===== src/nrmc_pkg.sv =====
// shared types, constants and helpers for the rmc sentence decoder
package nrmc_pkg;

  localparam int unsigned MaxFracDigits = 5;
  localparam int unsigned QueueDepth    = 4;
  localparam int unsigned QueuePtrW     = $clog2(QueueDepth);

  localparam logic [3:0] FieldTime = 4'd1;
  localparam logic [3:0] FieldLat  = 4'd3;
  localparam logic [3:0] FieldNs   = 4'd4;
  localparam logic [3:0] FieldLon  = 4'd5;
  localparam logic [3:0] FieldEw   = 4'd6;
  localparam logic [3:0] FieldDate = 4'd9;
  localparam logic [3:0] FieldLast = 4'd15;

  localparam logic [7:0] ChDollar = 8'h24;
  localparam logic [7:0] ChStar   = 8'h2a;
  localparam logic [7:0] ChComma  = 8'h2c;
  localparam logic [7:0] ChMinus  = 8'h2d;
  localparam logic [7:0] ChPoint  = 8'h2e;
  localparam logic [7:0] ChZero   = 8'h30;
  localparam logic [7:0] ChNine   = 8'h39;
  localparam logic [7:0] ChR      = 8'h52;
  localparam logic [7:0] ChM      = 8'h4d;
  localparam logic [7:0] ChC      = 8'h43;
  localparam logic [7:0] ChSpace  = 8'h20;
  localparam logic [7:0] ChLowZ   = 8'h7a;

  localparam logic [15:0] TalkerReset = 16'd18254;
  localparam logic [11:0] YearBase    = 12'd2000;

  // divisor select: a power of ten by its exponent, or sixty
  typedef enum logic [3:0] {
    DivP0   = 4'd0,
    DivP1   = 4'd1,
    DivP2   = 4'd2,
    DivP3   = 4'd3,
    DivP4   = 4'd4,
    DivP5   = 4'd5,
    DivP6   = 4'd6,
    DivP7   = 4'd7,
    DivBy60 = 4'd8
  } div_sel_e;

  // one field-closing transaction from the front to the back
  typedef struct packed {
    logic [3:0]  idx;
    logic [31:0] value;
    logic [2:0]  dx;
    logic [7:0]  first_byte;
    logic        term;
  } job_t;

  typedef struct packed {
    logic        start;
    logic [31:0] dividend;
    div_sel_e    sel;
  } div_req_t;

  typedef struct packed {
    logic        done;
    logic [31:0] quo;
    logic [31:0] rem;
  } div_rsp_t;

  function automatic logic [31:0] pow10(input logic [2:0] n);
    logic [31:0] r;
    case (n)
      3'd0: r = 32'd1;
      3'd1: r = 32'd10;
      3'd2: r = 32'd100;
      3'd3: r = 32'd1000;
      3'd4: r = 32'd10000;
      3'd5: r = 32'd100000;
      3'd6: r = 32'd1000000;
      default: r = 32'd10000000;
    endcase
    return r;
  endfunction

endpackage


===== src/nrmc_queue.sv =====
// small job queue between the byte front and the conversion back
module nrmc_queue (
  input  logic           clk_i,
  input  logic           rst_ni,
  input  logic           push_i,
  input  nrmc_pkg::job_t push_data_i,
  output logic           full_o,
  input  logic           pop_i,
  output nrmc_pkg::job_t pop_data_o,
  output logic           empty_o
);

  nrmc_pkg::job_t mem_q [nrmc_pkg::QueueDepth];
  logic [nrmc_pkg::QueuePtrW-1:0] wr_q, rd_q;
  logic [nrmc_pkg::QueuePtrW:0]   cnt_q;

  assign full_o     = (cnt_q == (nrmc_pkg::QueuePtrW+1)'(nrmc_pkg::QueueDepth));
  assign empty_o    = (cnt_q == '0);
  assign pop_data_o = mem_q[rd_q];

  always_ff @(posedge clk_i) begin
    if (push_i && !full_o) begin
      mem_q[wr_q] <= push_data_i;
    end
  end

  always_ff @(posedge clk_i or negedge rst_ni) begin
    if (!rst_ni) begin
      wr_q  <= '0;
      rd_q  <= '0;
      cnt_q <= '0;
    end else begin
      if (push_i && !full_o) wr_q <= wr_q + 1'b1;
      if (pop_i && !empty_o) rd_q <= rd_q + 1'b1;
      case ({push_i && !full_o, pop_i && !empty_o})
        2'b10:   cnt_q <= cnt_q + 1'b1;
        2'b01:   cnt_q <= cnt_q - 1'b1;
        default: cnt_q <= cnt_q;
      endcase
    end
  end

endmodule


===== config.mk =====
export PLATFORM = sky130hd
export DESIGN_NAME = nrmc_queue
export DESIGN_NICKNAME = d
export VERILOG_FILES = /design/src/nrmc_pkg.sv /design/src/nrmc_queue.sv
export SDC_FILE = /design/constraint.sdc
export NUM_CORES = 1
export LEC_CHECK = 0
export ABC_AREA = 1
export BUFFER_PORTS_ARGS = -buffer_cell sky130_fd_sc_hd__buf_2
export CORE_MARGIN = 2
export CORE_UTILIZATION = 30
export CTS_BUF_LIST = sky130_fd_sc_hd__clkbuf_8
export DETAILED_ROUTE_END_ITERATION = 8
export PLACE_DENSITY = 0.48
export SYNTH_ARGS = -nofsm -noshare
export SYNTH_HDL_FRONTEND = slang
export SYNTH_SLANG_ARGS = --single-unit
export TNS_END_PERCENT = 5

===== constraint.sdc =====
create_clock -name clk_i -period 4.6 [get_ports clk_i]
set_input_delay 1.15 -clock clk_i [delete_from_list [all_inputs] [get_ports clk_i]]
set_output_delay 1.15 -clock clk_i [all_outputs]
set_load 0.1 [all_outputs]

==> metrics.txt <==
Worst-Margin Slew 0.879 ns; standard cell with the maximum stage delay on the critical path inv_6; post-layout minimum cycle time 3.66 ns; Unique masters post-synth 17; Largest stage delay, worst path 0.54 ns; Finished Layout Cells 1073; post-synth top area share 0.709; Critical Path Start Type flop; # setup viols final 0; die outline height 169 um; number of vias per cell after detailed routing 4.36; maximum frequency from static timing analysis 273 MHz; uppermost layer routed met5; largest net degree at the start of global routing 102; total met2 wirelength after detailed routing 7670 um; max-cap violation count 0; Hold-fix buffers, CTS 0; Place WS 1.39 ns; number of setup buffers added after CTS 0; DRC marker count from the first detailed-route iteration 213; reg-to-reg startpoint cnt_q[0]; wire length on met1 7540 um; number of H-tree branching levels 4; standard cell core area 0.0268 mm2; # DRC 0; synthesized instance count 622; fin crit share 0.796; Final WS setup 0.939 ns; setup repair after global routing missed its margin false; final layout net count 777; post-synth net total 680; routed length per placed instance 15.0 um; post-CTS sizing 0; run status completed; Clock Pin Slew Worst Setup and Hold Paths 0.11 ns; leading cell types by total area after synthesis edfxtp_1 71%, o211ai_1 8.9%, nand2_1 7.4%, inv_1 5.2%, buf_6 2.8%; CTS tree built; clock latency of the later-clocked register in the worst-skew pair 0.46 ns; initial antenna violation count 2; critical path required time 3.45 ns; wire length of the first global-routing pass 24900 um; Seq/Total Area, Yosys 0.730; Layout area overhead 14.2%; cell taking the most area after synthesis edfxtp_1; critical path depth in cells 5; mean cell area of the mapped netlist 13.1 um2; Hold EP cnt_q[0]; Ys Warns 0; Starting Density 0.303; number of vias in the routed layout 4683; clock buffer depth 2; num rows 60; setup slack of the most critical reg-to-reg path 2.26 ns; synthesized flop and latch total 199; overall routed net length 16100 um; clock sink total 199; arrival time of data at the critical path endpoint 2.51 ns; post-synthesis instance area 0.00813 mm2; number of stages on the worst hold path 1; WS Path Type reg2out; final antenna diode count 0; Layout Skew 0.0137 ns; Critical R2R Capture mem_q[3][14]; GRT Residual Overflow 0; max-slew violation count 0; total iterations of the first detailed-routing run 4; critical path peak fanout 101; overall die area 0.0284 mm2; endpoint class of the critical path primary output; cell-by-cell trace of the critical path inv_6 -> buf_4 -> o211ai_1 -> nand2_1 -> buf_2; boundary pin count 102; die width 169 um; post-detailed-placement half-perimeter wirelength 9360 um; placer's final routability congestion estimate 0.690; Hold Crit Class reg2reg; vias in the first global route 4559; fraction of layout cells with a size suffix above 1 0.204; GR Util All Layers 0.116; buffer and inverter count on the worst path 3; clock root buffer master clkbuf_8; antenna viol nets, final 0; met3 routed WL 644 um; count of endpoints failing hold in the final timing report 0; worst slew margin relative to its limit 0.413; cell family with the largest share of critical-path delay buffers and inverters; CTS Buf Count 17; worst r2r path cells 5; total negative slack 0 ns; critical hold path startpoint cnt_q[0]; Port Buffers 101; filler cell count 2610; Placed Cells 1041; hold slack final 0.487 ns
## sequential cells by signal (all words and copies together) (netlist names)
register	flops
cnt_q	3
mem_q	192
wr_q	2
rd_q	2
## cell families after synthesis
kind of cell / after synthesis / share of synthesized area
and+or+nand+nor: 173 / 0.0812
buffers and inverters: 146 / 0.0878
DFF: 199 / 0.730
adders and majority gates: 6 / 0.0102
AOI/OAI and AO/OA: 97 / 0.0892
xor gates and xnor gates: 1 / 0.00108
## cell usage after synthesis
library cell	count
nand2_1	161
nand3_1	7
fa_1	1
inv_1	112
buf_6	20
xnor2_1	1
o21ai_0	1
edfxtp_1	192
nand4_1	1
inv_2	2
nor2_1	4
buf_2	4
buf_4	3
o211ai_1	96
clkbuf_1	5
ha_1	5
dfrtp_1	7
## cell usage in the layout, fill, tap and decap left out
master      count
edfxtp_1      192
nand2_1       161
inv_1         112
buf_2         101
o211ai_1       96
clkbuf_8       17
nand3_1         7
inv_6           6
dfrtp_1         6
buf_4           6
ha_1            5
nor2_4          4
inv_8           3
buf_12          3
clkinv_4        2
clkinv_2        2
clkinvlp_4      2
inv_2           1
o21ai_0         1
xnor2_1         1
nand4_1         1
fa_1            1
clkinv_8        1
dfrtp_2         1
## worst max path at each step
stage,startpoint,endpoint
final,rd_q[0],pop_data_o[5]
after global routing,rd_q[0],pop_data_o[4]
after CTS,rd_q[0],pop_data_o[26]
after detailed placement,rd_q[0],pop_data_o[26]
after global placement,rd_q[0],pop_data_o[26]
after floorplan,push_i,mem_q[0][0]
## stage by stage
stage          instance area, um2  utilization
2_1_floorplan                8130            -
3_3_place_gp                 8920        0.333
3_5_place_dp                 8920        0.333
4_1_cts                      9290        0.347
5_1_grt                      9290        0.347
6_report                     9290        0.347
## cell type report
| cell class | count | area [um2] | area share |
|---|---|---|---|
| flip-flops and latches | 199 | 5940 | 0.640 |
| well taps | 341 | 427 | 0.0459 |
| clock buffers | 17 | 234 | 0.0252 |
| multi-input cells | 277 | 1510 | 0.162 |
| repair buffers | 110 | 611 | 0.0657 |
| clock inverters | 15 | 136 | 0.0147 |
| inverters | 114 | 433 | 0.0466 |
## routing by layer
| metal | GRT usage | up-vias |
|---|---|---|
| met3 | 0.0339 | 15 |
| met5 | 0 | - |
| met2 | 0.195 | 76 |
| met4 | 0.0341 | 4 |
| met1 | 0.146 | 2246 |
| li1 | - | 2342 |
Power is not shown: default switching activity piles up to over one toggle a cycle in this logic, so the estimate is an artifact.
