`config.mk`:
```
export PLATFORM = sky130hd
export DESIGN_NAME = nrmc_front
export DESIGN_NICKNAME = d
export VERILOG_FILES = /design/src/nrmc_pkg.sv /design/src/nrmc_front.sv
export SDC_FILE = /design/constraint.sdc
export NUM_CORES = 1
export LEC_CHECK = 0
export BUFFER_PORTS_ARGS = -buffer_cell sky130_fd_sc_hd__buf_2
export CAP_MARGIN = 20
export CORE_MARGIN = 5
export CORE_UTILIZATION = 30
export CTS_BUF_LIST = sky130_fd_sc_hd__clkbuf_8
export CTS_CLUSTER_DIAMETER = 30
export CTS_CLUSTER_SIZE = 8
export DETAILED_ROUTE_END_ITERATION = 12
export PLACE_DENSITY_LB_ADDON = 0.1
export SLEW_MARGIN = 25
export SYNTH_ARGS = -nofsm -noshare
export SYNTH_HDL_FRONTEND = slang
export SYNTH_SLANG_ARGS = --single-unit
```
`constraint.sdc`:
```
create_clock -name clk_i -period 3.65 [get_ports clk_i]
set_input_delay 0.365 -clock clk_i [delete_from_list [all_inputs] [get_ports clk_i]]
set_output_delay 0.365 -clock clk_i [all_outputs]
set_load 0.01 [all_outputs]
```
`src/nrmc_pkg.sv`:
```
// shared types, constants and helpers for the rmc sentence decoder
package nrmc_pkg;

  localparam int unsigned MaxFracDigits = 5;
  localparam int unsigned QueueDepth    = 4;
  localparam int unsigned QueuePtrW     = $clog2(QueueDepth);

  localparam logic [3:0] FieldTime = 4'd1;
  localparam logic [3:0] FieldLat  = 4'd3;
  localparam logic [3:0] FieldNs   = 4'd4;
  localparam logic [3:0] FieldLon  = 4'd5;
  localparam logic [3:0] FieldEw   = 4'd6;
  localparam logic [3:0] FieldDate = 4'd9;
  localparam logic [3:0] FieldLast = 4'd15;

  localparam logic [7:0] ChDollar = 8'h24;
  localparam logic [7:0] ChStar   = 8'h2a;
  localparam logic [7:0] ChComma  = 8'h2c;
  localparam logic [7:0] ChMinus  = 8'h2d;
  localparam logic [7:0] ChPoint  = 8'h2e;
  localparam logic [7:0] ChZero   = 8'h30;
  localparam logic [7:0] ChNine   = 8'h39;
  localparam logic [7:0] ChR      = 8'h52;
  localparam logic [7:0] ChM      = 8'h4d;
  localparam logic [7:0] ChC      = 8'h43;
  localparam logic [7:0] ChSpace  = 8'h20;
  localparam logic [7:0] ChLowZ   = 8'h7a;

  localparam logic [15:0] TalkerReset = 16'd18254;
  localparam logic [11:0] YearBase    = 12'd2000;

  // divisor select: a power of ten by its exponent, or sixty
  typedef enum logic [3:0] {
    DivP0   = 4'd0,
    DivP1   = 4'd1,
    DivP2   = 4'd2,
    DivP3   = 4'd3,
    DivP4   = 4'd4,
    DivP5   = 4'd5,
    DivP6   = 4'd6,
    DivP7   = 4'd7,
    DivBy60 = 4'd8
  } div_sel_e;

  // one field-closing transaction from the front to the back
  typedef struct packed {
    logic [3:0]  idx;
    logic [31:0] value;
    logic [2:0]  dx;
    logic [7:0]  first_byte;
    logic        term;
  } job_t;

  typedef struct packed {
    logic        start;
    logic [31:0] dividend;
    div_sel_e    sel;
  } div_req_t;

  typedef struct packed {
    logic        done;
    logic [31:0] quo;
    logic [31:0] rem;
  } div_rsp_t;

  function automatic logic [31:0] pow10(input logic [2:0] n);
    logic [31:0] r;
    case (n)
      3'd0: r = 32'd1;
      3'd1: r = 32'd10;
      3'd2: r = 32'd100;
      3'd3: r = 32'd1000;
      3'd4: r = 32'd10000;
      3'd5: r = 32'd100000;
      3'd6: r = 32'd1000000;
      default: r = 32'd10000000;
    endcase
    return r;
  endfunction

endpackage

```
`src/nrmc_front.sv`:
```
// byte front: header hunt, comma counting and numeric field accumulation
module nrmc_front (
  input  logic           clk_i,
  input  logic           rst_ni,
  input  logic           cfg_valid_i,
  output logic           cfg_ready_o,
  input  logic [15:0]    talker_id_i,
  input  logic           in_valid_i,
  output logic           in_stall_o,
  input  logic [7:0]     rx_byte_i,
  input  logic           q_full_i,
  output logic           push_o,
  output nrmc_pkg::job_t job_o
);

  logic [15:0] talker_q;
  logic [2:0]  hp_q, hp_d;
  logic        ins_q, ins_d;
  logic [3:0]  fi_q, fi_d;
  logic [31:0] acc_q, acc_d;
  logic [2:0]  fd_q, fd_d;
  logic        sp_q, sp_d, neg_q, neg_d, bad_q, bad_d;
  logic [7:0]  fb_q, fb_d;

  logic        accept;
  logic [7:0]  exp_byte;
  logic [7:0]  b;
  logic [7:0]  fb_now;
  logic        term, bad;
  logic [35:0] nxt;
  logic [31:0] nxt_sat;

  assign cfg_ready_o = 1'b1;
  assign in_stall_o  = q_full_i;
  assign accept      = in_valid_i && !q_full_i;
  assign b           = rx_byte_i;

  always_comb begin
    case (hp_q)
      3'd0:    exp_byte = nrmc_pkg::ChDollar;
      3'd1:    exp_byte = talker_q[15:8];
      3'd2:    exp_byte = talker_q[7:0];
      3'd3:    exp_byte = nrmc_pkg::ChR;
      3'd4:    exp_byte = nrmc_pkg::ChM;
      default: exp_byte = nrmc_pkg::ChC;
    endcase
  end

  assign nxt = {1'b0, acc_q, 3'b000} + {3'b000, acc_q, 1'b0} + {32'd0, b[3:0] - 4'd0};
  assign nxt_sat = (nxt[35:32] != 4'd0) ? 32'hffff_ffff : nxt[31:0];
  assign fb_now  = (fi_q != 4'd0 && fb_q == 8'd0) ? b : fb_q;
  assign term    = (b == nrmc_pkg::ChStar) || (b < nrmc_pkg::ChSpace) || (b > nrmc_pkg::ChLowZ);
  assign bad     = (term && b != nrmc_pkg::ChStar) || bad_q || neg_q;

  always_comb begin
    hp_d   = hp_q;
    ins_d  = ins_q;
    fi_d   = fi_q;
    acc_d  = acc_q;
    fd_d   = fd_q;
    sp_d   = sp_q;
    neg_d  = neg_q;
    bad_d  = bad_q;
    fb_d   = fb_q;
    push_o = 1'b0;
    job_o.idx        = fi_q;
    job_o.value      = bad ? 32'd0 : acc_q;
    job_o.dx         = bad ? 3'd0 : fd_q;
    job_o.first_byte = fb_now;
    job_o.term       = term;
    if (accept) begin
      if (!ins_q) begin
        if (b == exp_byte) begin
          if (hp_q == 3'd5) begin
            hp_d  = 3'd0;
            ins_d = 1'b1;
            fi_d  = 4'd0;
            acc_d = '0;
            fd_d  = '0;
            sp_d  = 1'b0;
            neg_d = 1'b0;
            bad_d = 1'b0;
            fb_d  = '0;
          end else begin
            hp_d = hp_q + 3'd1;
          end
        end else begin
          hp_d = (b == nrmc_pkg::ChDollar) ? 3'd1 : 3'd0;
        end
      end else begin
        fb_d = fb_now;
        if (b == nrmc_pkg::ChComma || term) begin
          // only fields the back decodes, and the terminator, go in the queue
          push_o = term || fi_q == nrmc_pkg::FieldTime || fi_q == nrmc_pkg::FieldLat ||
                   fi_q == nrmc_pkg::FieldNs || fi_q == nrmc_pkg::FieldLon ||
                   fi_q == nrmc_pkg::FieldEw || fi_q == nrmc_pkg::FieldDate;
          if (term) begin
            ins_d = 1'b0;
            hp_d  = 3'd0;
          end else begin
            if (fi_q != nrmc_pkg::FieldLast) fi_d = fi_q + 4'd1;
            acc_d = '0;
            fd_d  = '0;
            sp_d  = 1'b0;
            neg_d = 1'b0;
            bad_d = 1'b0;
            fb_d  = '0;
          end
        end else if (b == nrmc_pkg::ChMinus) begin
          neg_d = 1'b1;
        end else if (b == nrmc_pkg::ChPoint) begin
          if (sp_q) bad_d = 1'b1;
          sp_d = 1'b1;
        end else if (b >= nrmc_pkg::ChZero && b <= nrmc_pkg::ChNine) begin
          if (!sp_q) begin
            acc_d = nxt_sat;
          end else if (fd_q < 3'(nrmc_pkg::MaxFracDigits)) begin
            acc_d = nxt_sat;
            fd_d  = fd_q + 3'd1;
          end
        end else begin
          bad_d = 1'b1;
        end
      end
    end
  end

  always_ff @(posedge clk_i or negedge rst_ni) begin
    if (!rst_ni) begin
      talker_q <= nrmc_pkg::TalkerReset;
      hp_q     <= '0;
      ins_q    <= 1'b0;
      fi_q     <= '0;
      acc_q    <= '0;
      fd_q     <= '0;
      sp_q     <= 1'b0;
      neg_q    <= 1'b0;
      bad_q    <= 1'b0;
      fb_q     <= '0;
    end else begin
      if (cfg_valid_i && cfg_ready_o) talker_q <= talker_id_i;
      hp_q  <= hp_d;
      ins_q <= ins_d;
      fi_q  <= fi_d;
      acc_q <= acc_d;
      fd_q  <= fd_d;
      sp_q  <= sp_d;
      neg_q <= neg_d;
      bad_q <= bad_d;
      fb_q  <= fb_d;
    end
  end

endmodule

```
==> flow_results.org, run 1 <==
** Outcome
- Run status :: complete, no violations

** Global route
- Number of global-route vias before repair :: 6048
- Initial antenna violation count :: 0
- Met3 track demand over resource :: 2.25%
- Entering global routing, the biggest net connects 36 pins.
- met2 is the most crowded layer.
- Met1 Track Usage GR :: 20.0%
- Met2 track utilization from global routing :: 28.2%
- GR Overflow Total :: 0
- Tot GR Track Use :: 16.0%
- First-pass GRT wire length :: 31.4 mm

** Pwr
- Of the total power, the clock network draws 49.1%.
- The share of total power dissipated in combinational logic is 6.5%.
- Sequential cells account for 44.3% of the total power.
- The internal portion of the total power is 1.38 mW.
- Net switching power :: 0.447 mW
- In this run the power density over the cells is 247 nW/um^2.
- Across the VDD grid, the largest voltage drop is 168 uV.
- Switching part of the total :: 24.5%
- Final Power :: 1.82 mW
- In this run the static leakage power is 3.50 nW.

** Min path
- Min-Delay Startpoint :: talker_id_i[5]
- Type of the most critical hold path :: in2reg
- The worst hold path passes through 3 cells.
- Sink of the worst hold path :: talker_q[5]$_DFFE_PN0P_

** Flow run
- The tool flagged a number of max-cap violations equal to 0.

** Floorplanning
- After floorplanning, the core was divided into 53 placement rows.
- Overall die width :: 155 um
- For this design the top-level I/O count stands at 80.
- Die H :: 155 um
- The initial utilization of the core area, before any placement, comes to 30.3%.
- The core region is 20900 um^2.
- Die ar. :: 24100 um^2

** Synthesis
- Counting flops and latches in the post-synthesis netlist gives 70.
- Top cell types by occurrence after synthesis :: 69 x ha_1, 62 x dfrtp_1, 60 x nand2_1, 54 x a21oi_1, 43 x o21ai_0
- Async SR Flop Fraction :: 100%
- Count of warnings emitted by yosys :: 0
- Count of distinct cell types in the synthesized netlist :: 74
- In the post-synthesis netlist, the cell with the most instances is ha_1.
- EDFF count, synth :: 0
- Cell type contributing the most total cell area after synthesis :: dfrtp_1
- In the post-synthesis netlist, the biggest area contributors are dfrtp_1 25%, ha_1 14%, a21oi_1 4.3%.
- The number of nets handed over by synthesis was 838.
- After synthesis, flip-flops and latches occupy 27.8% of the total area.
- Commonest register cell after synthesis :: dfrtp_1
- Cell area after synthesis :: 6330 um^2
- In this run the mean area of a mapped cell was 8.57 um^2.
- Post-synthesis instance total :: 738
- After synthesis, the largest area contributor takes up 24.5% of total cell area.

** Timing
- The worst path in the final design needs a cycle of 3440 ps, including I/O delays and setup.
- For the pin with the worst max-slew slack, the measured transition is 641 ps.
- Setup total negative slack on the finished layout was measured at 0 ps.
- Final clock period utilization by the worst path :: 94.2%
- The worst pin sits at a relative slew slack of 56.8%.
- Number of hold-slack violations in the final timing report :: 0
- The count of final max-slew check failures was 0.
- For the final database, setup skew stands at 12.9 ps.
- Static timing analysis puts the maximum clock frequency at 291 MHz.
- Post-Route Hold Slack :: 202 ps
- Setup violations remaining at the end of the flow were counted as 0.
- Setup repair after global routing left no endpoint under its margin.

** Routing
- After detailed routing, the number of remaining DRC violations is 0.
- For this block, the via count after detailed routing is 5820.
- Initial DRC Count :: 333
- The routed design has 19.0 mm of wire.
- After detailed routing, the average wire length per cell comes to 17.4 um.
- Via-to-Cell Ratio :: 5.32
- Number of routed nets with antenna violations :: 0
- DR pass1 iterations :: 5

** Clocking
- Max clock buf depth :: 2
- Clk pin slew, worst setup/hold paths :: 90 ps
- Insertion delay of the later-clocked pin in the worst-skew pair :: 380 ps
- Library cell used as clock root buffer :: clkbuf_8
- Buffers added to address setup during post-CTS repair amount to 0.
- Num Clock Sinks :: 70
- In this run, CTS created clock tree buffers numbering 9.
- TritonCTS built the clock tree.
- The H-tree was split into 3 levels.

** Cells and area
- Once layout is done, the placed cells without fillers occupy 7380 um^2.
- Growth of design area from synthesis to finish :: 16.6%
- The repair_antennas step left the layout with diodes totalling 0.
- In the final design database the tool counted 915 nets.
- Fill cells in the final layout number 2222.
- In the final layout, the share of cells above drive strength 1 is 20.4%.

** Critical path
- The worst register-to-register path has a depth of 11.
- The worst register-to-register path has a setup slack of 210 ps.
- The worst setup path is captured at a flop.
- R2r endpoint :: acc_q[17]$_DFFE_PN0P_
- Required time at the endpoint of the critical path :: 3920 ps
- CP arrival :: 3710 ps
- Worst R2R Start :: acc_q[5]$_DFFE_PN0P_
- Kind of start point of the critical path :: flop
- Path type of the worst setup path :: reg2reg
- Critical-path maximum fanout :: 13

** Place
- Weighted congestion at the end of routability-driven global placement :: 0.872
- Port Buf Inserts :: 78
- Placed Area :: 7090 um^2
- HPWL Detailed :: 14.6 mm
## how the worst max path moves through the flow
stage	endpoint	cells after the start	slack (ps)	from
floorplan	acc_q[17]$_DFFE_PN0P_	11	550	acc_q[0]$_DFFE_PN0P_
global placement	acc_q[10]$_DFFE_PN0P_	13	80	rx_byte_i[3]
detailed placement	acc_q[8]$_DFFE_PN0P_	13	90	rx_byte_i[3]
CTS	acc_q[8]$_DFFE_PN0P_	12	130	acc_q[0]$_DFFE_PN0P_
global route	acc_q[20]$_DFFE_PN0P_	12	6	acc_q[0]$_DFFE_PN0P_
finish	acc_q[17]$_DFFE_PN0P_	11	210	acc_q[5]$_DFFE_PN0P_
## cell usage in the layout, fill, tap and decap left out, types with 7 or more instances in the layout
cell       netlist  routed
nand3b_1         8       8
nand2b_1        10      10
clkbuf_8         0       9
o21ai_0         43      43
a21oi_1         54      53
a21o_1          18      18
inv_1           24      24
buf_4            8      29
buf_2            6      78
o21ai_1         10      10
o2bb2ai_1       25      25
nor3_1          33      33
dfstp_2          8       8
mux2_2          17      17
xnor2_1         20      20
nand3_1         24      24
ha_1            69      69
nor2_1          39      39
and2_1          42      42
dfrtp_1         62      62
nand4_1         13      13
a211oi_1         7       7
o211ai_1         7       7
nand2_1         60      60
## metal layers
layer,vias up,part of all wire [%]
met5,-,0
met4,0,2.4
met3,29,3.6
met2,124,49
met1,2796,45
li1,2871,-
## logic make-up after synthesis
logic type      Yosys count  synth area share (%)
other cells               1                0.0593
buf+inv                  69                  4.92
flops                    70                  27.8
fa+ha+maj                71                  14.3
compound gates          220                  23.9
xor+xnor                 26                  3.60
mux                      19                  3.54
simple gates            262                  21.9
## flip-flops by register name, indices dropped and copies added, names as in the netlist, 3 cells and up
signal    flops
acc_q        32
talker_q     16
fb_q          8
fi_q          4
fd_q          3
hp_q          3
## worst max-delay path, cell delays in order, from the launching register on
cell       delay (ps)
dfrtp_1           420
ha_1              300
ha_1              370
o21ai_1           150
a2111oi_1         550
a22oi_2           150
a21oi_2           280
a311oi_4          140
mux2i_4           250
buf_12            190
o31a_1            270
mux2_2            260
## power groups by stage
stage               Combinational, mW  Sequential (mW)  Clock, mW
floorplan                      0.0641            0.820          0
global placement                0.118            0.824          0
detailed placement              0.121            0.824          0
CTS                             0.122            0.810      0.919
global route                    0.133            0.812      0.943
finish                          0.119            0.809      0.896
## stage by stage
step,setup slack [ps],instances,utilization [%]
finish,213,1095,35.3
global route,5.93,1095,35.3
CTS,131,1095,35.3
detailed placement,85.4,1078,34.0
global placement,76.7,1078,34.0
floorplan,550,738,-
## layout make-up
class	instances	area (um^2)	share of cell area [%]
sequential	70	1760	23.9
clock inverter	7	145	1.97
tap	275	344	4.66
clock buffer	9	124	1.68
timing repair buffer	109	638	8.65
multi-input combinational	599	4270	57.8
inverter	26	97.6	1.32
## repair_timing
| action | in CTS | in global routing |
|---|---|---|
| resized for setup | 0 | 2 |
| hold buffers | 1 | 0 |
| endpoints found under the setup margin | 0 | 11 |
| hold endpoints to repair | 13 | 0 |
Note: power is estimated with default switching activity, not from simulation.
==> inputs of run 2 (changes only) <==
- CELL_PAD_IN_SITES_DETAIL_PLACEMENT: not set -> 1
- CELL_PAD_IN_SITES_GLOBAL_PLACEMENT: not set -> 1
==> flow_results.org, run 2 (synthesized netlist as in run 1, its figures left out) <==
** Cells and area
- The number of diodes added for antenna fixing is 0 (unchanged).
- Leading cell types in the layout, fill and taps excluded :: 78 x buf_2, 68 x ha_1, 62 x dfrtp_1, 60 x nand2_1, 51 x a21oi_1 (was 78 x buf_2, 69 x ha_1, 62 x dfrtp_1, 60 x nand2_1, 53 x a21oi_1)
- The final-stage net count came to 902 (was 915).
- Max reg flops :: 32 (unchanged)
- Largest register by flop count :: acc_q (unchanged)
- The fraction of final layout cells sized beyond drive strength 1 was 19.7% (was 20.4%).
- The commonest non-fill, non-tap cell in the layout was buf_2 (unchanged).
- Growth of design area from synthesis to finish :: 14.5% (was 16.6%)
- The count of filler cells inserted in the layout came to 2537 (was 2222).
- Registers with the highest flip-flop counts :: acc_q: 32 flops, talker_q: 16 flops, fb_q: 8 flops (unchanged)

** Timing
- Setup repair after global routing missed its margin: no (unchanged).
- F_max :: 293 MHz (was 291 MHz)
- Slew Limit Fails :: 0 (unchanged)
- The post-route worst setup slack was 239 ps (was 213 ps).
- Tightest Pin Transition :: 716 ps (was 641 ps)
- Number of hold-slack violations in the final timing report :: 0 (unchanged)
- Count of final setup violators :: 0 (unchanged)
- The final setup skew is 12.7 ps (was 12.9 ps).
- The worst slew margin relative to its limit is 52.3% (was 56.8%).
- The post-route clock period utilization was 93.4% (was 94.2%).
- Minimum clock period after layout :: 3410 ps (was 3440 ps)
- Sum Neg Setup Slack :: 0 ps (unchanged)

** Clocking
- Num Clock Sinks :: 70 (unchanged)
- The total clock buffers created by CTS is 9 (unchanged).
- The master cell of the clock root buffer is clkbuf_8 (unchanged).
- The latest clock arrival within the worst-skew pair came to 370 ps (was 380 ps).
- The clock-pin slew on the worst setup and hold paths was 90 ps (about the same).
- The maximum number of buffers from clock root to sink was 2 (unchanged).
- The H-tree depth reported by CTS is 3 (unchanged).
- The CTS tree is built (unchanged).

** Place
- Worst-case setup slack after placement :: 102 ps (was 85.4 ps)
- Port Buf Inserts :: 78 (unchanged)
- HPWL Detailed :: 16.0 mm (was 14.6 mm)
- The final weighted congestion of routability-driven global placement is 0.804 (was 0.872).

** Pwr
- Clock group share of total power :: 45.6% (was 49.1%)
- Net switching power :: 0.447 mW (about the same)
- Worst-case vdd ir drop :: 178 uV (was 168 uV)
- Switching part of the total :: 26.2% (was 24.5%)
- The total internal power was 1.26 mW (was 1.38 mW).
- Combinational Power Share :: 6.9% (was 6.5%)
- The share of power burned in registers is 47.4% (was 44.3%).
- Power density cells :: 235 nW/um^2 (was 247 nW/um^2)
- Pleak :: 3.41 nW (was 3.50 nW)

** Critical path
- Kind of start point of the critical path :: flop (unchanged)
- Minimum setup slack among reg-to-reg paths :: 240 ps (was 210 ps)
- The data required time of the critical path is 3940 ps (was 3920 ps).
- The arrival time of data at the critical path endpoint was 3700 ps (was 3710 ps).
- The worst reg-to-reg path cell count is 11 (unchanged).
- The path type of the worst setup path is reg2reg (unchanged).
- Critical Path Sink Type :: flop (unchanged)
- The critical path launch point is acc_q[2]$_DFFE_PN0P_ (was acc_q[5]$_DFFE_PN0P_).
- Worst R2R Start :: acc_q[2]$_DFFE_PN0P_ (was acc_q[5]$_DFFE_PN0P_)
- The capturing instance or port of the critical path was acc_q[21]$_DFFE_PN0P_ (was acc_q[17]$_DFFE_PN0P_).
- Critical-path maximum fanout :: 14 (was 13)
- R2r endpoint :: acc_q[21]$_DFFE_PN0P_ (was acc_q[17]$_DFFE_PN0P_)

** Global route
- Number of global-route vias before repair :: 6398 (was 6048)
- The global-route congestion overflow total is 0 (unchanged).
- First-pass GRT wire length :: 34.0 mm (was 31.4 mm)
- Maximum number of pins on one net before global-route repair :: 36 (unchanged)
- Tot GR Track Use :: 17.3% (was 16.0%)
- The number of antenna violations at the first check in global routing is 1 (was 0).

** Routing
- Initial DRC Count :: 193 (was 333)
- The post-route DRC violation count was 0 (unchanged).
- DR pass1 iterations :: 4 (was 5)
- The via density per instance is 5.43 (was 5.32).
- The post-detailed-routing wire length is 20.5 mm (was 19.0 mm).
- Wire length per cell after detailed routing :: 18.9 um (was 17.4 um)
- Via count :: 5875 (was 5820)
- The remaining antenna violation count after routing is 0 (unchanged).

** Floorplanning
- The placeable core region is 20900 um^2 (unchanged).
- The overall die width was 155 um (unchanged).
- Number of ports placed on the die boundary :: 80 (unchanged)
- Initial core utilization :: 30.3% (unchanged)
- The row count is 53 (unchanged).
- The area of the die is 24100 um^2 (unchanged).
- Die H :: 155 um (unchanged)

** Outcome
- Run status: complete, no violations (unchanged).

** Flow run
- The max-cap violation count was 0 (unchanged).

** Min path
- The worst min-delay path class is in2async (was in2reg).
==> run 2: metal layers <==
| metal | wire, um | GRT usage (%) |
|---|---|---|
| met3 | 466 | 1.22 |
| met5 | 0 | 0 |
| met4 | 453 | 5.42 |
| met2 | 10500 | 31.8 |
| met1 | 9010 | 21.4 |
==> run 2: timing repair <==
action | CTS | global route
setup endpoints to repair | 0 | 16
resized for setup | 0 | 7
buffers inserted | 0 | 0
hold buffers | 0 | 0
==> run 2: final cells by class <==
type	instances	area [um^2]	area share [%]
clock buffer	10	138	1.90
sequential	70	1760	24.3
multi-input combinational	599	4280	59.1
inverter	26	97.6	1.35
timing repair buffer	96	526	7.26
clock inverter	6	92.6	1.28
tap	275	344	4.75
==> run 2: stage by stage <==
| stage | hold slack, ps | cells | total power [mW] | utilization [%] | cell area [um^2] |
|---|---|---|---|---|---|
| after floorplan | 69.4 | 738 | 0.884 | - | 6330 |
| after global placement | 449 | 1066 | 0.941 | 33.5 | 6990 |
| after detailed placement | 452 | 1066 | 0.946 | 33.5 | 6990 |
| after CTS | 45.3 | 1082 | 1.73 | 34.6 | 7220 |
| after global routing | 88.7 | 1082 | 1.77 | 34.7 | 7240 |
| final | 38.4 | 1082 | 1.70 | 34.7 | 7240 |
==> run 2: critical path, cell delays in order (launching register included) <==
cell and delay (ps):
dfrtp_1 450, fa_1 470, ha_1 340, a211oi_2 260, o211ai_2 200, a22oi_2 240, a21oi_2 130, a311oi_4 380
mux2i_4 360, buf_4 250, nor3_1 100, o2bb2ai_1 140
==> run 2: how the worst min path moves through the flow <==
stage	endpoint	slack, ps	cells after the start
after floorplan	acc_q[0]$_DFFE_PN0P_	70	0
after global placement	talker_q[15]$_DFFE_PN0P_	450	1
after detailed placement	talker_q[0]$_DFFE_PN0P_	450	1
after CTS	talker_q[0]$_DFFE_PN0P_	50	1
after global routing	talker_q[0]$_DFFE_PN0P_	90	1
final	talker_q[0]$_DFFE_PN0P_	40	1
==> run 2: power by group through the flow <==
stage               logic (mW)  clock network, mW  registers, mW
floorplan               0.0641                  0          0.820
global placement         0.118                  0          0.824
detailed placement       0.121                  0          0.825
CTS                      0.122              0.796          0.809
global route             0.133              0.828          0.811
finish                   0.118              0.778          0.809
==> inputs of run 3 (changes only) <==
- CAP_MARGIN: 20 -> not set
- GPL_ROUTABILITY_DRIVEN: not set -> 1
- MAX_ROUTING_LAYER: not set -> met4
==> flow_results.org, run 3 (synthesized netlist as in run 1, its figures left out) <==
** Outcome
- Run status :: complete, no violations (unchanged)

** Floorplanning
- The row count came to 53 (unchanged).
- The height of the die is 155 um (unchanged).
- The area of the die is 24100 um^2 (unchanged).
- Overall die width :: 155 um (unchanged)
- Initial core utilization :: 30.3% (unchanged)
- The top-level port count is 80 (unchanged).
- The placeable core region came to 20900 um^2 (unchanged).

** Clocking
- The total clock buffers created by CTS is 9 (unchanged).
- The clock-pin slew on the worst setup and hold paths was 90 ps (about the same).
- Num Clock Sinks :: 70 (unchanged)
- Library cell used as clock root buffer :: clkbuf_8 (unchanged)
- The CTS tree was built (unchanged).
- Insertion delay of the later-clocked pin in the worst-skew pair :: 370 ps (about the same)
- CTS HTree Levels :: 3 (unchanged)
- Max clock buf depth :: 2 (unchanged)

** Routing
- DR pass1 iterations :: 4 (unchanged)
- Via-to-Cell Ratio :: 5.46 (was 5.43)
- The post-detailed-routing wire length was 20.5 mm (about the same).
- The post-route DRC violation count was 0 (unchanged).
- The via count of the routed design was 5904 (was 5875).
- Number of routed nets with antenna violations :: 0 (unchanged)
- The routed length per instance was 18.9 um (about the same).
- Initial DRC Count :: 222 (was 193)

** Cells and area
- Leading cell type in the layout, fill and taps excluded :: buf_2 (unchanged)
- Antenna diode instance count :: 0 (unchanged)
- The final-stage net count is 902 (unchanged).
- Leading cell types in the layout, fill and taps excluded: 78 x buf_2, 68 x ha_1, 62 x dfrtp_1, 60 x nand2_1, 51 x a21oi_1 (unchanged).
- Registers with the highest flip-flop counts :: acc_q: 32 flops, talker_q: 16 flops, fb_q: 8 flops (unchanged)
- Layout cells sized above 1 :: 19.7% (unchanged)
- The register with the most flip-flops is acc_q (unchanged).
- The flip-flop count of the largest register after layout was 32 (unchanged).
- The area growth from synthesis to layout was 14.5% (unchanged).

** Place
- The count of port buffers added during placement is 78 (unchanged).
- Worst-case setup slack after placement :: 102 ps (unchanged)
- The detailed placer's ending HPWL was 16.0 mm (unchanged).
- Weighted congestion at the end of routability-driven global placement :: 0.815 (was 0.804)

** Global route
- Maximum number of pins on one net before global-route repair :: 36 (unchanged)
- Initial antenna violation count :: 1 (unchanged)
- The global-route wire length before repair came to 34.0 mm (about the same).
- The global-route congestion overflow total is 0 (unchanged).
- The number of global-route vias before repair came to 6404 (was 6398).
- Tot GR Track Use :: 17.8% (was 17.3%)

** Pwr
- The total internal power is 1.26 mW (about the same).
- Final Power :: 1.71 mW (was 1.70 mW)
- Portion of total power attributed to sequential cells :: 47.3% (was 47.4%)
- Switching part of the total :: 26.4% (was 26.2%)
- Clock group share of total power :: 45.7% (was 45.6%)
- Net switching power :: 0.451 mW (was 0.447 mW)
- Pleak :: 3.41 nW (unchanged)
- Combinational Power Share :: 6.9% (about the same)
- Worst-case vdd ir drop :: 180 uV (was 178 uV)
- Power density cells :: 236 nW/um^2 (was 235 nW/um^2)

** Timing
- Sum Neg Setup Slack :: 0 ps (unchanged)
- Worst clock skew on the final layout :: 10.6 ps (was 12.7 ps)
- The count of final max-slew check failures came to 0 (unchanged).
- Number of hold-slack violations in the final timing report :: 0 (unchanged)
- Max-Slew Margin vs Limit :: 52.4% (was 52.3%)
- The transition time at the pin with the least slew margin was 714 ps (was 716 ps).
- Setup repair after global routing missed its margin :: no (unchanged)
- The post-route clock period utilization came to 93.4% (about the same).
- F_max :: 293 MHz (about the same)
- The post-route worst setup slack came to 240 ps (was 239 ps).
- Minimum clock period after layout :: 3410 ps (about the same)
- The total setup violations reported at the end of the flow is 0 (unchanged).

** Critical path
- The path type of the worst setup path is reg2reg (unchanged).
- The data required time of the critical path was 3940 ps (about the same).
- The highest fanout seen on the critical path was 14 (unchanged).
- Setup crit start :: acc_q[2]$_DFFE_PN0P_ (unchanged)
- The arrival time of data at the critical path endpoint is 3700 ps (about the same).
- Kind of start point of the critical path :: flop (unchanged)
- Worst R2R Start :: acc_q[2]$_DFFE_PN0P_ (unchanged)
- Critical Path Sink Type :: flop (unchanged)

** Flow run
- The max-cap violation count was 0 (unchanged).

** Min path
- The worst min-delay path class was in2async (unchanged).
-- run 3: cell counts in the layout (fill, tap and decap cells not counted) --
Identical to the previous run, type by type.
-- run 3: worst max-delay path: stages, from the launching register on --
cell and delay [ps]:
dfrtp_1 450, fa_1 470, ha_1 340, a211oi_2 260
o211ai_2 200, a22oi_2 240, a21oi_2 130, a311oi_4 380
mux2i_4 360, buf_4 260, nor3_1 100, o2bb2ai_1 140
-- run 3: worst paths after layout --
path / slack [ps] / depth (start not counted) / end
min in group clk_i: 210 / 3 / talker_q[5]$_DFFE_PN0P_
max in group asynchronous: 2750 / 2 / talker_q[3]$_DFFE_PN1P_
setup reg to reg: 240 / 11 / acc_q[21]$_DFFE_PN0P_
hold / removal: 30 / 1 / talker_q[0]$_DFFE_PN0P_
hold reg to reg: 510 / 1 / talker_q[13]$_DFFE_PN0P_
setup / recovery: 240 / 11 / acc_q[21]$_DFFE_PN0P_
-- run 3: timing repair --
action	4_1_cts	5_1_grt
resized for setup	0	7
setup endpoints to repair	0	14
setup buffers	0	0
hold buffers	0	0
-- run 3: stage by stage --
| stage | utilization, % | std cells | area, um^2 | hold WS (ps) |
|---|---|---|---|---|
| after global routing | 34.7 | 1082 | 7240 | 88.7 |
| final | 34.7 | 1082 | 7240 | 31.5 |
| after global placement | 33.5 | 1066 | 6990 | 449 |
| after CTS | 34.6 | 1082 | 7220 | 45.3 |
| after floorplan | - | 738 | 6330 | 69.4 |
| after detailed placement | 33.5 | 1066 | 6990 | 452 |
-- run 3: area by class of cell --
| cell class | instances | area (um^2) |
|---|---|---|
| tap | 275 | 344 |
| clock inverter | 6 | 92.6 |
| multi-input combinational | 599 | 4280 |
| fill | 2537 | 13600 |
| clock buffer | 10 | 138 |
| timing repair buffer | 96 | 526 |
| sequential | 70 | 1760 |
| inverter | 26 | 97.6 |
-- run 3: metal layers --
metal / global-route usage, % / vias up / share of wire, %
met5: - / - / 0
met4: 5.42 / 0 / 2.2
met3: 1.14 / 31 / 2.1
met2: 31.8 / 82 / 52
met1: 21.5 / 2934 / 44
li1: - / 2857 / -
-- run 3: power by group through the flow --
stage | Sequential (mW) | Clock [mW] | Combinational (mW)
3_5_place_dp | 0.825 | 0 | 0.121
6_report | 0.809 | 0.781 | 0.118
4_1_cts | 0.809 | 0.796 | 0.122
2_1_floorplan | 0.820 | 0 | 0.0641
3_3_place_gp | 0.824 | 0 | 0.118
5_1_grt | 0.811 | 0.830 | 0.133
